### config.mk
export PLATFORM = sky130hd
export DESIGN_NAME = multirotor_motor_mixer_top
export DESIGN_NICKNAME = d
export VERILOG_FILES = /design/src/hw/rtl/mmm_pkg.sv /design/src/hw/rtl/mmm_front.sv /design/src/hw/rtl/mmm_queue.sv /design/src/hw/rtl/mmm_div.sv /design/src/hw/rtl/mmm_back.sv /design/src/hw/rtl/multirotor_motor_mixer_top.sv
export SDC_FILE = /design/constraint.sdc
export NUM_CORES = 2
export LEC_CHECK = 0
export ABC_AREA = 0
export BUFFER_PORTS_ARGS = -buffer_cell sky130_fd_sc_hd__buf_4
export CAP_MARGIN = 0
export CORE_ASPECT_RATIO = 0.6
export CORE_MARGIN = 8
export CORE_UTILIZATION = 45
export CTS_CLUSTER_SIZE = 24
export DETAILED_ROUTE_END_ITERATION = 10
export MAX_ROUTING_LAYER = met4
export PLACE_DENSITY = 0.67
export SLEW_MARGIN = 25
export SYNTH_ARGS = -nofsm -noshare
export SYNTH_HDL_FRONTEND = slang
export SYNTH_HIERARCHICAL = 1
export SYNTH_SLANG_ARGS = --single-unit
### constraint.sdc
create_clock -name i_clk -period 32.7 [get_ports i_clk]
set_input_delay 4.905 -clock i_clk [delete_from_list [all_inputs] [get_ports i_clk]]
set_output_delay 4.905 -clock i_clk [all_outputs]
set_load 0.01 [all_outputs]
### src/hw/rtl/mmm_pkg.sv
// Shared types, register indexes and the motor mix function of the motor mixer.
// Used by every mixer module but the checker; depends on nothing.
package mmm_pkg;

    localparam int unsigned MotW   = 14;
    localparam int unsigned OutW   = 13;
    localparam int unsigned CmdW   = 11;
    localparam int unsigned NumW   = 16;
    localparam int unsigned DenW   = 13;
    localparam int unsigned QW     = 9;
    localparam int unsigned QDepth = 4;
    localparam logic [12:0] Recip10 = 13'd6554;

    typedef enum logic [2:0] {
        REG_AIRFRAME = 3'd0,
        REG_IDLE     = 3'd1,
        REG_MAX      = 3'd2,
        REG_YAW_SENSE = 3'd3,
        REG_BALANCE  = 3'd4,
        REG_NEUTRAL  = 3'd5
    } t_reg_idx;

    typedef enum logic [1:0] {
        AF_QUAD = 2'd0,
        AF_TRI  = 2'd1,
        AF_Y6   = 2'd2,
        AF_HEXA = 2'd3
    } t_airframe;

    typedef logic signed [MotW-1:0] t_mot;
    typedef t_mot t_mix [6];

    typedef struct packed {
        logic [1:0]        airframe;
        logic [7:0]        idle;
        logic [7:0]        max_out;
        logic signed [1:0] yaw_sense;
        logic signed [7:0] balance;
        logic [7:0]        neutral;
    } t_cfg;

    typedef struct packed {
        logic [7:0]             t;
        logic signed [CmdW-1:0] r;
        logic signed [CmdW-1:0] p;
        logic signed [CmdW-1:0] y;
        logic                   mixon;
    } t_job;

    typedef struct packed {
        t_job job;
        logic divon;
        logic neg;
    } t_djob;

    function automatic t_mix mmm_mix(input t_cfg cfg, input logic [7:0] t,
                                     input logic signed [CmdW-1:0] r,
                                     input logic signed [CmdW-1:0] p,
                                     input logic signed [CmdW-1:0] y,
                                     input logic mixon);
        logic [15:0] tt, rr, pp, yy, h, fr, lf, rt, srv, ysx;
        logic [9:0]  g;
        logic [25:0] prod;
        t_mix        m;
        tt   = {8'd0, t};
        rr   = {{(16-CmdW){r[CmdW-1]}}, r};
        pp   = {{(16-CmdW){p[CmdW-1]}}, p};
        yy   = {{(16-CmdW){y[CmdW-1]}}, y};
        h    = {pp[15], pp[15:1]};
        ysx  = {{14{cfg.yaw_sense[1]}}, cfg.yaw_sense};
        srv  = 16'(ysx * yy) + {8'd0, cfg.neutral};
        fr   = tt - pp;
        lf   = tt + h - rr;
        rt   = tt + h + rr;
        g    = {{2{cfg.balance[7]}}, cfg.balance} + 10'd128;
        prod = {{10{fr[15]}}, fr} * {{16{g[9]}}, g};
        for (int i = 0; i < 6; i++) begin
            m[i] = '0;
        end
        if (!mixon) begin
            for (int i = 0; i < 6; i++) begin
                if (i < 4 || cfg.airframe >= AF_Y6) begin
                    m[i] = tt[MotW-1:0];
                end
            end
            if (cfg.airframe == AF_TRI) begin
                m[3] = srv[MotW-1:0];
            end
        end else begin
            case (cfg.airframe)
                AF_QUAD: begin
                    m[0] = MotW'(tt - pp + yy);
                    m[1] = MotW'(tt - rr - yy);
                    m[2] = MotW'(tt + rr - yy);
                    m[3] = MotW'(tt + pp + yy);
                end
                AF_TRI: begin
                    m[0] = (cfg.balance != 8'sd0) ? prod[7+MotW-1:7] : fr[MotW-1:0];
                    m[1] = lf[MotW-1:0];
                    m[2] = rt[MotW-1:0];
                    m[3] = srv[MotW-1:0];
                end
                AF_Y6: begin
                    m[0] = MotW'(fr + yy);
                    m[1] = MotW'(lf + yy);
                    m[2] = MotW'(rt + yy);
                    m[3] = MotW'(fr - yy);
                    m[4] = MotW'(lf - yy);
                    m[5] = MotW'(rt - yy);
                end
                default: begin
                    m[0] = MotW'(tt - pp + (yy << 1));
                    m[1] = MotW'(tt + h - rr + (yy << 1));
                    m[2] = MotW'(tt + h + rr + (yy << 1));
                    m[3] = MotW'(tt + pp - (yy << 1));
                    m[4] = MotW'(tt - h - rr - (yy << 1));
                    m[5] = MotW'(tt - h + rr - (yy << 1));
                end
            endcase
        end
        return m;
    endfunction

endpackage

### src/hw/rtl/mmm_front.sv
// Front end of the mixer: derives the working throttle and classifies the item.
// Depends on mmm_pkg.
module mmm_front (
    input  mmm_pkg::t_cfg        i_cfg,
    input  logic [7:0]           i_desired,
    input  logic signed [7:0]    i_alt_comp,
    input  logic                 i_in_flight,
    input  logic signed [10:0]   i_roll,
    input  logic signed [10:0]   i_pitch,
    input  logic signed [10:0]   i_yaw,
    output mmm_pkg::t_job        o_job
);
    import mmm_pkg::*;

    logic [11:0]       x9;
    logic [24:0]       hprod;
    logic [7:0]        hi;
    logic signed [9:0] sum;
    logic [7:0]        t;

    // Ninety percent of the maximum by a reciprocal multiply.
    assign x9    = {4'd0, i_cfg.max_out} * 12'd9;
    assign hprod = {13'd0, x9} * {12'd0, Recip10};
    assign hi    = hprod[23:16];
    assign sum   = $signed({2'b00, i_desired}) + {{2{i_alt_comp[7]}}, i_alt_comp};

    always_comb begin
        if (i_desired < i_cfg.idle) begin
            t = 8'd0;
        end else if (!i_in_flight) begin
            t = i_desired;
        end else if (sum < $signed({2'b00, i_cfg.idle})) begin
            t = i_cfg.idle;
        end else if (sum > $signed({2'b00, hi})) begin
            t = hi;
        end else begin
            t = sum[7:0];
        end
    end

    always_comb begin
        o_job.t     = t;
        o_job.r     = i_roll;
        o_job.p     = i_pitch;
        o_job.y     = i_yaw;
        o_job.mixon = (t > i_cfg.idle);
    end
endmodule

### src/hw/rtl/mmm_queue.sv
// Short queue between the front end and the back end of the mixer.
// Depends on mmm_pkg.
module mmm_queue (
    input  logic          i_clk,
    input  logic          i_rst_n,
    input  logic          i_push,
    input  mmm_pkg::t_job i_job,
    output logic          o_full,
    input  logic          i_pop,
    output logic          o_valid,
    output mmm_pkg::t_job o_job
);
    import mmm_pkg::*;

    localparam int unsigned PW = $clog2(QDepth);

    t_job            r_mem [QDepth];
    logic [PW-1:0]   r_wp, r_rp;
    logic [PW:0]     r_cnt;
    logic            wr, rd;

    assign o_full  = (r_cnt == (PW+1)'(QDepth));
    assign o_valid = (r_cnt != '0);
    assign o_job   = r_mem[r_rp];
    assign wr      = i_push && !o_full;
    assign rd      = i_pop && o_valid;

    always_ff @(posedge i_clk) begin
        if (wr) begin
            r_mem[r_wp] <= i_job;
        end
    end

    always_ff @(posedge i_clk) begin
        if (!i_rst_n) begin
            r_wp  <= '0;
            r_rp  <= '0;
            r_cnt <= '0;
        end else begin
            if (wr) begin
                r_wp <= r_wp + 1'b1;
            end
            if (rd) begin
                r_rp <= r_rp + 1'b1;
            end
            r_cnt <= r_cnt + (PW+1)'(wr) - (PW+1)'(rd);
        end
    end
endmodule

### src/hw/rtl/mmm_div.sv
// Pipelined restoring divider, one quotient bit per stage, nine stages.
// Quotients of 256 and more read with the top bit set. Depends on mmm_pkg.
module mmm_div (
    input  logic                     i_clk,
    input  logic                     i_rst_n,
    input  logic                     i_en,
    input  logic                     i_valid,
    input  mmm_pkg::t_djob           i_job,
    input  logic [mmm_pkg::NumW-1:0] i_num,
    input  logic [mmm_pkg::DenW-1:0] i_den,
    output logic                     o_valid,
    output mmm_pkg::t_djob           o_job,
    output logic [mmm_pkg::QW-1:0]   o_q
);
    import mmm_pkg::*;

    localparam int unsigned CW = NumW + QW;

    logic            w_v   [QW+1];
    t_djob           w_job [QW+1];
    logic [NumW-1:0] w_rem [QW+1];
    logic [DenW-1:0] w_den [QW+1];
    logic [QW-1:0]   w_q   [QW+1];

    assign w_v[0]   = i_valid;
    assign w_job[0] = i_job;
    assign w_rem[0] = i_num;
    assign w_den[0] = i_den;
    assign w_q[0]   = '0;

    for (genvar g = 0; g < QW; g++) begin : g_stage
        localparam int unsigned K = QW - 1 - g;
        logic [CW-1:0]   sh;
        logic            ge;
        logic            r_v;
        t_djob           r_job;
        logic [NumW-1:0] r_rem;
        logic [DenW-1:0] r_den;
        logic [QW-1:0]   r_q;

        assign sh = CW'(w_den[g]) << K;
        assign ge = (CW'(w_rem[g]) >= sh);

        always_ff @(posedge i_clk) begin
            if (!i_rst_n) begin
                r_v <= 1'b0;
            end else if (i_en) begin
                r_v <= w_v[g];
            end
        end

        always_ff @(posedge i_clk) begin
            if (i_en) begin
                r_job <= w_job[g];
                r_den <= w_den[g];
                r_rem <= ge ? (w_rem[g] - sh[NumW-1:0]) : w_rem[g];
                r_q   <= {w_q[g][QW-2:0], ge};
            end
        end

        assign w_v[g+1]   = r_v;
        assign w_job[g+1] = r_job;
        assign w_rem[g+1] = r_rem;
        assign w_den[g+1] = r_den;
        assign w_q[g+1]   = r_q;
    end

    assign o_valid = w_v[QW];
    assign o_job   = w_job[QW];
    assign o_q     = w_q[QW];
endmodule

### src/hw/rtl/mmm_back.sv
// Back end of the mixer: first mix, headroom division, rescale and final mix.
// Depends on mmm_pkg and mmm_div.
module mmm_back (
    input  logic          i_clk,
    input  logic          i_rst_n,
    input  mmm_pkg::t_cfg i_cfg,
    input  logic          i_valid,
    input  mmm_pkg::t_job i_job,
    output logic          o_pop,
    output logic          o_valid,
    input  logic          i_ready,
    output logic [87:0]   o_data,
    output logic          o_rescaled
);
    import mmm_pkg::*;

    logic            en;
    t_mix            m1, mf;
    logic [15:0]     top, swing;
    logic signed [8:0] lim_h, lim_l, lim;
    logic [7:0]      lim_abs;
    t_djob           dj;

    logic            r_v0;
    t_djob           r_dj0;
    logic [NumW-1:0] r_num0;
    logic [DenW-1:0] r_den0;

    logic            dv;
    t_djob           dq;
    logic [QW-1:0]   q;

    logic            resc;
    logic [7:0]      s;
    logic [19:0]     pr_r, pr_p, pr_y;
    t_job            n_job1;

    logic            r_v1;
    t_job            r_job1;
    logic            r_resc1;

    logic            r_ov;
    logic [87:0]     r_data;
    logic            r_resc;

    // The whole back end advances together whenever the output word can move.
    assign en    = !r_ov || i_ready;
    assign o_pop = en;

    always_comb begin
        m1  = mmm_mix(i_cfg, i_job.t, i_job.r, i_job.p, i_job.y, i_job.mixon);
        top = 16'(m1[0]);
        for (int i = 1; i < 6; i++) begin
            if ((i < 3 || i_cfg.airframe != AF_TRI) && (i < 4 || i_cfg.airframe >= AF_Y6)
                && ($signed(16'(m1[i])) > $signed(top))) begin
                top = 16'(m1[i]);
            end
        end
        swing    = top - {8'd0, i_job.t};
        lim_h    = $signed({1'b0, i_cfg.max_out}) - $signed({1'b0, i_job.t});
        lim_l    = $signed({1'b0, i_job.t}) - $signed({1'b0, i_cfg.idle});
        lim      = (lim_h < lim_l) ? lim_h : lim_l;
        lim_abs  = lim[8] ? 8'(-lim) : lim[7:0];
        dj.job   = i_job;
        dj.divon = i_job.mixon && !swing[15] && (swing != 16'd0);
        dj.neg   = lim[8];
    end

    always_ff @(posedge i_clk) begin
        if (!i_rst_n) begin
            r_v0 <= 1'b0;
        end else if (en) begin
            r_v0 <= i_valid;
        end
    end

    always_ff @(posedge i_clk) begin
        if (en) begin
            r_dj0  <= dj;
            r_num0 <= {lim_abs, 8'd0};
            r_den0 <= swing[DenW-1:0];
        end
    end

    mmm_div u_div (
        .i_clk   (i_clk),
        .i_rst_n (i_rst_n),
        .i_en    (en),
        .i_valid (r_v0),
        .i_job   (r_dj0),
        .i_num   (r_num0),
        .i_den   (r_den0),
        .o_valid (dv),
        .o_job   (dq),
        .o_q     (q)
    );

    // A negative headroom gives a factor of one, or zero when its size times 256 is smaller than the swing.
    always_comb begin
        if (!dq.divon) begin
            resc = 1'b0;
            s    = 8'd0;
        end else if (dq.neg) begin
            resc = 1'b1;
            s    = (q != '0) ? 8'd1 : 8'd0;
        end else begin
            resc = !q[QW-1];
            s    = q[7:0];
        end
        pr_r = {{9{dq.job.r[10]}}, dq.job.r} * {12'd0, s};
        pr_p = {{9{dq.job.p[10]}}, dq.job.p} * {12'd0, s};
        pr_y = {{9{dq.job.y[10]}}, dq.job.y} * {12'd0, s};
        n_job1 = dq.job;
        if (resc) begin
            n_job1.r = pr_r[18:8];
            n_job1.p = pr_p[18:8];
            if (i_cfg.airframe != AF_TRI) begin
                n_job1.y = pr_y[18:8];
            end
        end
    end

    always_ff @(posedge i_clk) begin
        if (!i_rst_n) begin
            r_v1 <= 1'b0;
        end else if (en) begin
            r_v1 <= dv;
        end
    end

    always_ff @(posedge i_clk) begin
        if (en) begin
            r_job1  <= n_job1;
            r_resc1 <= resc;
        end
    end

    assign mf = mmm_mix(i_cfg, r_job1.t, r_job1.r, r_job1.p, r_job1.y, r_job1.mixon);

    always_ff @(posedge i_clk) begin
        if (!i_rst_n) begin
            r_ov <= 1'b0;
        end else if (en) begin
            r_ov <= r_v1;
        end
    end

    always_ff @(posedge i_clk) begin
        if (en) begin
            r_data <= {2'b00, r_job1.t, mf[5][OutW-1:0], mf[4][OutW-1:0],
                       mf[3][OutW-1:0], mf[2][OutW-1:0], mf[1][OutW-1:0],
                       mf[0][OutW-1:0]};
            r_resc <= r_resc1;
        end
    end

    assign o_valid    = r_ov;
    assign o_data     = r_data;
    assign o_rescaled = r_resc;
endmodule

### src/hw/rtl/multirotor_motor_mixer_top.sv
// Top level of the multirotor motor mixer: configuration registers and the
// front end, queue and back end. Depends on mmm_pkg, mmm_front, mmm_queue and mmm_back.
//
// Usage: control updates enter on the s_axis channel, one word per update, and
// one result word leaves on m_axis for each. Configuration registers are written
// through the cfg channel (index, data), which is always ready; write them only
// while no update is in flight.
// An accepted input word enters the queue at the accepting edge,
// then passes one first-mix stage, nine divider stages (one quotient bit each),
// one rescale multiply stage and the output register. One word is accepted per
// cycle while the back end does not hold; the rate is set by the divider pipeline,
// which takes a new division every cycle in which the back end advances.
// When the receiver stalls, the whole back end holds, the four-entry queue
// fills, and s_axis_tready drops only when the queue is full.
// A synchronous reset empties the queue and the pipeline and loads the
// registers with quad plus, idle 20, maximum 210, yaw sense 1, balance 0 and
// servo neutral 105.
module multirotor_motor_mixer_top (
    input  logic        i_clk,
    input  logic        i_rst_n,
    input  logic        i_cfg_valid,
    output logic        o_cfg_ready,
    input  logic [2:0]  i_cfg_index,
    input  logic [7:0]  i_cfg_data,
    input  logic        s_axis_tvalid,
    output logic        s_axis_tready,
    // desired_throttle, alt_comp, roll_cmd, pitch_cmd, yaw_cmd, zero fill
    input  logic [55:0] s_axis_tdata,
    // in_flight
    input  logic        s_axis_tuser,
    output logic        m_axis_tvalid,
    input  logic        m_axis_tready,
    // motor_a, motor_b, motor_c, motor_d, motor_e, motor_f, throttle_used, zero fill
    output logic [87:0] m_axis_tdata,
    // rescaled
    output logic        m_axis_tuser
);
    import mmm_pkg::*;

    t_cfg r_cfg;
    t_job fjob, qjob;
    logic full, qv, pop;

    assign o_cfg_ready = 1'b1;

    always_ff @(posedge i_clk) begin
        if (!i_rst_n) begin
            r_cfg.airframe  <= AF_QUAD;
            r_cfg.idle      <= 8'd20;
            r_cfg.max_out   <= 8'd210;
            r_cfg.yaw_sense <= 2'sd1;
            r_cfg.balance   <= 8'sd0;
            r_cfg.neutral   <= 8'd105;
        end else if (i_cfg_valid) begin
            case (i_cfg_index)
                REG_AIRFRAME:  r_cfg.airframe  <= i_cfg_data[1:0];
                REG_IDLE:      r_cfg.idle      <= i_cfg_data;
                REG_MAX:       r_cfg.max_out   <= i_cfg_data;
                REG_YAW_SENSE: r_cfg.yaw_sense <= i_cfg_data[1:0];
                REG_BALANCE:   r_cfg.balance   <= i_cfg_data;
                REG_NEUTRAL:   r_cfg.neutral   <= i_cfg_data;
                default: ;
            endcase
        end
    end

    mmm_front u_front (
        .i_cfg       (r_cfg),
        .i_desired   (s_axis_tdata[7:0]),
        .i_alt_comp  (s_axis_tdata[15:8]),
        .i_in_flight (s_axis_tuser),
        .i_roll      (s_axis_tdata[26:16]),
        .i_pitch     (s_axis_tdata[37:27]),
        .i_yaw       (s_axis_tdata[48:38]),
        .o_job       (fjob)
    );

    assign s_axis_tready = !full;

    mmm_queue u_queue (
        .i_clk   (i_clk),
        .i_rst_n (i_rst_n),
        .i_push  (s_axis_tvalid),
        .i_job   (fjob),
        .o_full  (full),
        .i_pop   (pop),
        .o_valid (qv),
        .o_job   (qjob)
    );

    mmm_back u_back (
        .i_clk      (i_clk),
        .i_rst_n    (i_rst_n),
        .i_cfg      (r_cfg),
        .i_valid    (qv),
        .i_job      (qjob),
        .o_pop      (pop),
        .o_valid    (m_axis_tvalid),
        .i_ready    (m_axis_tready),
        .o_data     (m_axis_tdata),
        .o_rescaled (m_axis_tuser)
    );
endmodule

==> metrics <==
# resized after CTS 0; critical path arrival 24.68 ns; # rows 128; Hold Vio Cnt, Final 0; initial antenna violation count 23; post-DR vias/cell 5.67; GRT Util Overall 24.9%; DIE AREA 0.219 mm²; Post-route DRC 0; setup_tns 0 ns; CTS root buf clkbuf_16; Tcrit/Tclk final 74.0%; share of cells above drive strength 1 7.54%; Synth Flop Type edfxtp_1; vias in the first global route 64.9k; DR iter-0 viols 7367; Hold WC Path Type flip-flop to flip-flop; unrepaired setup endpoints after global routing no; routed len/inst 23.2 µm; nets 10.6k; Max Cap Viol 0; synth top area cells edfxtp_1 34%, ha_1 15%, fa_1 12%; Post-DRT Antenna Nets 0; number of cells on the worst reg-to-reg path 83; Reg2Reg Setup Slack 8.50 ns; Die Wd 599 µm; vias after detailed routing 66.7k; Slew HR 19.9%; post-synthesis cell area 0.0918 mm²; CP startpoint kind flip-flop; WS Path Type flip-flop to flip-flop; top cell type's share of synthesized area 33.9%; post-DP HPWL 210000 µm; routability cong. 1.05; largest net degree at the start of global routing 200; reg2reg end u_back/r_dj0[1]; drt pass-1 iters 6; final worst slack 8.50 ns; H-Tree Depth 3; die span in y 366 µm; Final Core Density 49.2%; CTS Sinks 1093; commonest cells after routing, fill and taps aside 1271 x inv_1, 1079 x ha_1, 1036 x edfxtp_1, 598 x nand2_1, 531 x fa_1; Async S/R FF share, synth 0%; Syn-to-layout area delta 8.66%; top cell type by total area after synthesis edfxtp_1; critical path's slowest cell mux4_2; Slew Limit Fails 0; crit-path max FO 22; TritonCTS clock tree done; result of the run completed; synthesized netlist cell count 8826; # IOs 165; DP Worst Slack 8.67 ns; gr ovfl total 0; Initial Util 45.3%; final setup skew 0.0744 ns; worst slew pin tran 1.19 ns; Post-synth EDFFs 1036; CP max stage delay 0.88 ns; Reg clk slew, reported paths 0.06 ns; achievable clock frequency 41.3 MHz; Netlist cell types 126; Tmin final 24.20 ns; Post-CTS Setup Bufs 0; syn_area_per_cell 10.4 µm²; hold_buf cts 0; most common cell after layout, fill and taps aside inv_1; Final Setup Violations 0; CTS buffer count 101; Seq/Total Area, Yosys 35.1%; Synthesis Warnings 6; clk_lat worst skew 0.75 ns; Crit. End Element flip-flop; Buffers on Ports 154; post-synthesis register bit count 1093; CORE AREA 0.203 mm²; first-pass GRT wire length 407000 µm; drt total wl 272000 µm; Worst EP required 33.18 ns; Critical Path Sink u_back/r_dj0[1]; CTS max path bufs 3
## logic make-up after synthesis
| family | Yosys count | share of synthesized area [%] |
|---|---|---|
| buffers and inverters | 1579 | 6.77 |
| AND/OR/NAND/NOR | 1993 | 10.7 |
| AO/OA/AOI/OAI | 1799 | 12.8 |
| XOR/XNOR | 540 | 5.16 |
| flip-flops | 1093 | 35.1 |
| multiplexers | 210 | 3.19 |
| other | 2 | 0.00818 |
| adder cells (fa/ha/maj) | 1610 | 26.3 |
## synth_stat cells (all sizes together), types with 21 or more instances
master   number
a2111oi      22
a211oi       61
a21boi       37
a21o        143
a21oi       522
a221oi       22
a31oi        40
and2        108
and3        192
buf         116
clkbuf      188
dfxtp        57
edfxtp     1036
fa          531
ha         1079
inv        1274
mux2         55
mux2i        95
mux4         60
nand2       599
nand2b       84
nand3        66
nand4        36
nor2        470
nor2b       166
nor3        100
nor4         26
o211ai       49
o21a         84
o21ai       417
o21bai       99
o221ai       21
o22ai        38
o31a         22
o31ai        36
or3          42
xnor2       373
xor2        167
## worst min path at each step
stage / startpoint / to / slack (ns) / cells past startpoint
floorplan: u_back/r_resc1 / u_back/o_rescaled / 0.40 / 0
global placement: u_back/u_div/g_stage[6].r_job[22] / u_back/u_div/g_stage[7].r_job[22] / 0.40 / 0
detailed placement: u_back/r_dj0[9] / u_back/u_div/g_stage[0].r_job[9] / 0.40 / 0
CTS: u_back/u_div/g_stage[7].r_job[34] / u_back/u_div/o_job[34] / 0.36 / 0
global route: u_back/u_div/g_stage[6].r_job[32] / u_back/u_div/g_stage[7].r_job[32] / 0.36 / 0
finish: u_back/u_div/g_stage[7].r_job[34] / u_back/u_div/o_job[34] / 0.37 / 0
## flip-flops by register name, summed over array words and instances (netlist names), 2 cells and up, named ones only
signal,count
u_queue/r_wp,2
u_back/u_div/o_job,44
u_back/u_div/g_stage.r_rem,128
u_back/r_dj0,44
u_back/r_job1,42
u_queue/r_mem,168
u_back/o_data,86
u_queue/r_cnt,3
u_back/r_den0,13
u_back/r_num0,8
u_back/u_div/g_stage.r_den,104
r_cfg,36
u_back/u_div/g_stage.r_v,8
u_queue/r_rp,2
u_back/u_div/g_stage.r_q,36
u_back/u_div/o_q,9
u_back/u_div/g_stage.r_job,352
## through the flow
| stage | area, µm² | std cells | hold WS, ns |
|---|---|---|---|
| 6_report | 99800 | 11800 | 0.366 |
| 5_1_grt | 99800 | 11700 | 0.358 |
| 4_1_cts | 99700 | 11700 | 0.361 |
| 3_5_place_dp | 96100 | 11500 | 0.405 |
| 3_3_place_gp | 96100 | 11500 | 0.400 |
| 2_1_floorplan | 91900 | 8843 | 0.400 |
## cell type report
class / instances / area, µm²
repair buffers: 278 / 2160
inverters: 1275 / 4790
fillers: 18200 / 103000
flip-flops and latches: 1093 / 32300
diodes: 20 / 50.0
clock inverters: 74 / 1040
multi-input cells: 6171 / 53500
well taps: 2730 / 3420
clock buffers: 113 / 2570
## per-layer routing
| layer | vias to the layer above | global-route usage, % | routed length (µm) |
|---|---|---|---|
| met1 | 32600 | 37.7 | 129000 |
| met4 | 0 | 5.46 | 6230 |
| met3 | 317 | 7.02 | 31300 |
| met5 | - | - | 0 |
| li1 | 30900 | - | - |
| met2 | 2865 | 32.7 | 105000 |
## worst max-delay path: cells and delay by family (launching register included)
kind	cells	cell delay, ns
compound gates	31	8.93
xor+xnor	2	0.91
fa+ha+maj	15	6.01
buf+inv	12	1.96
flops	1	0.83
mux	3	1.58
simple gates	20	3.62
Power is left out: the tool's default activity adds up to more than one toggle a clock period on the data nets, which glitch-free logic cannot reach.
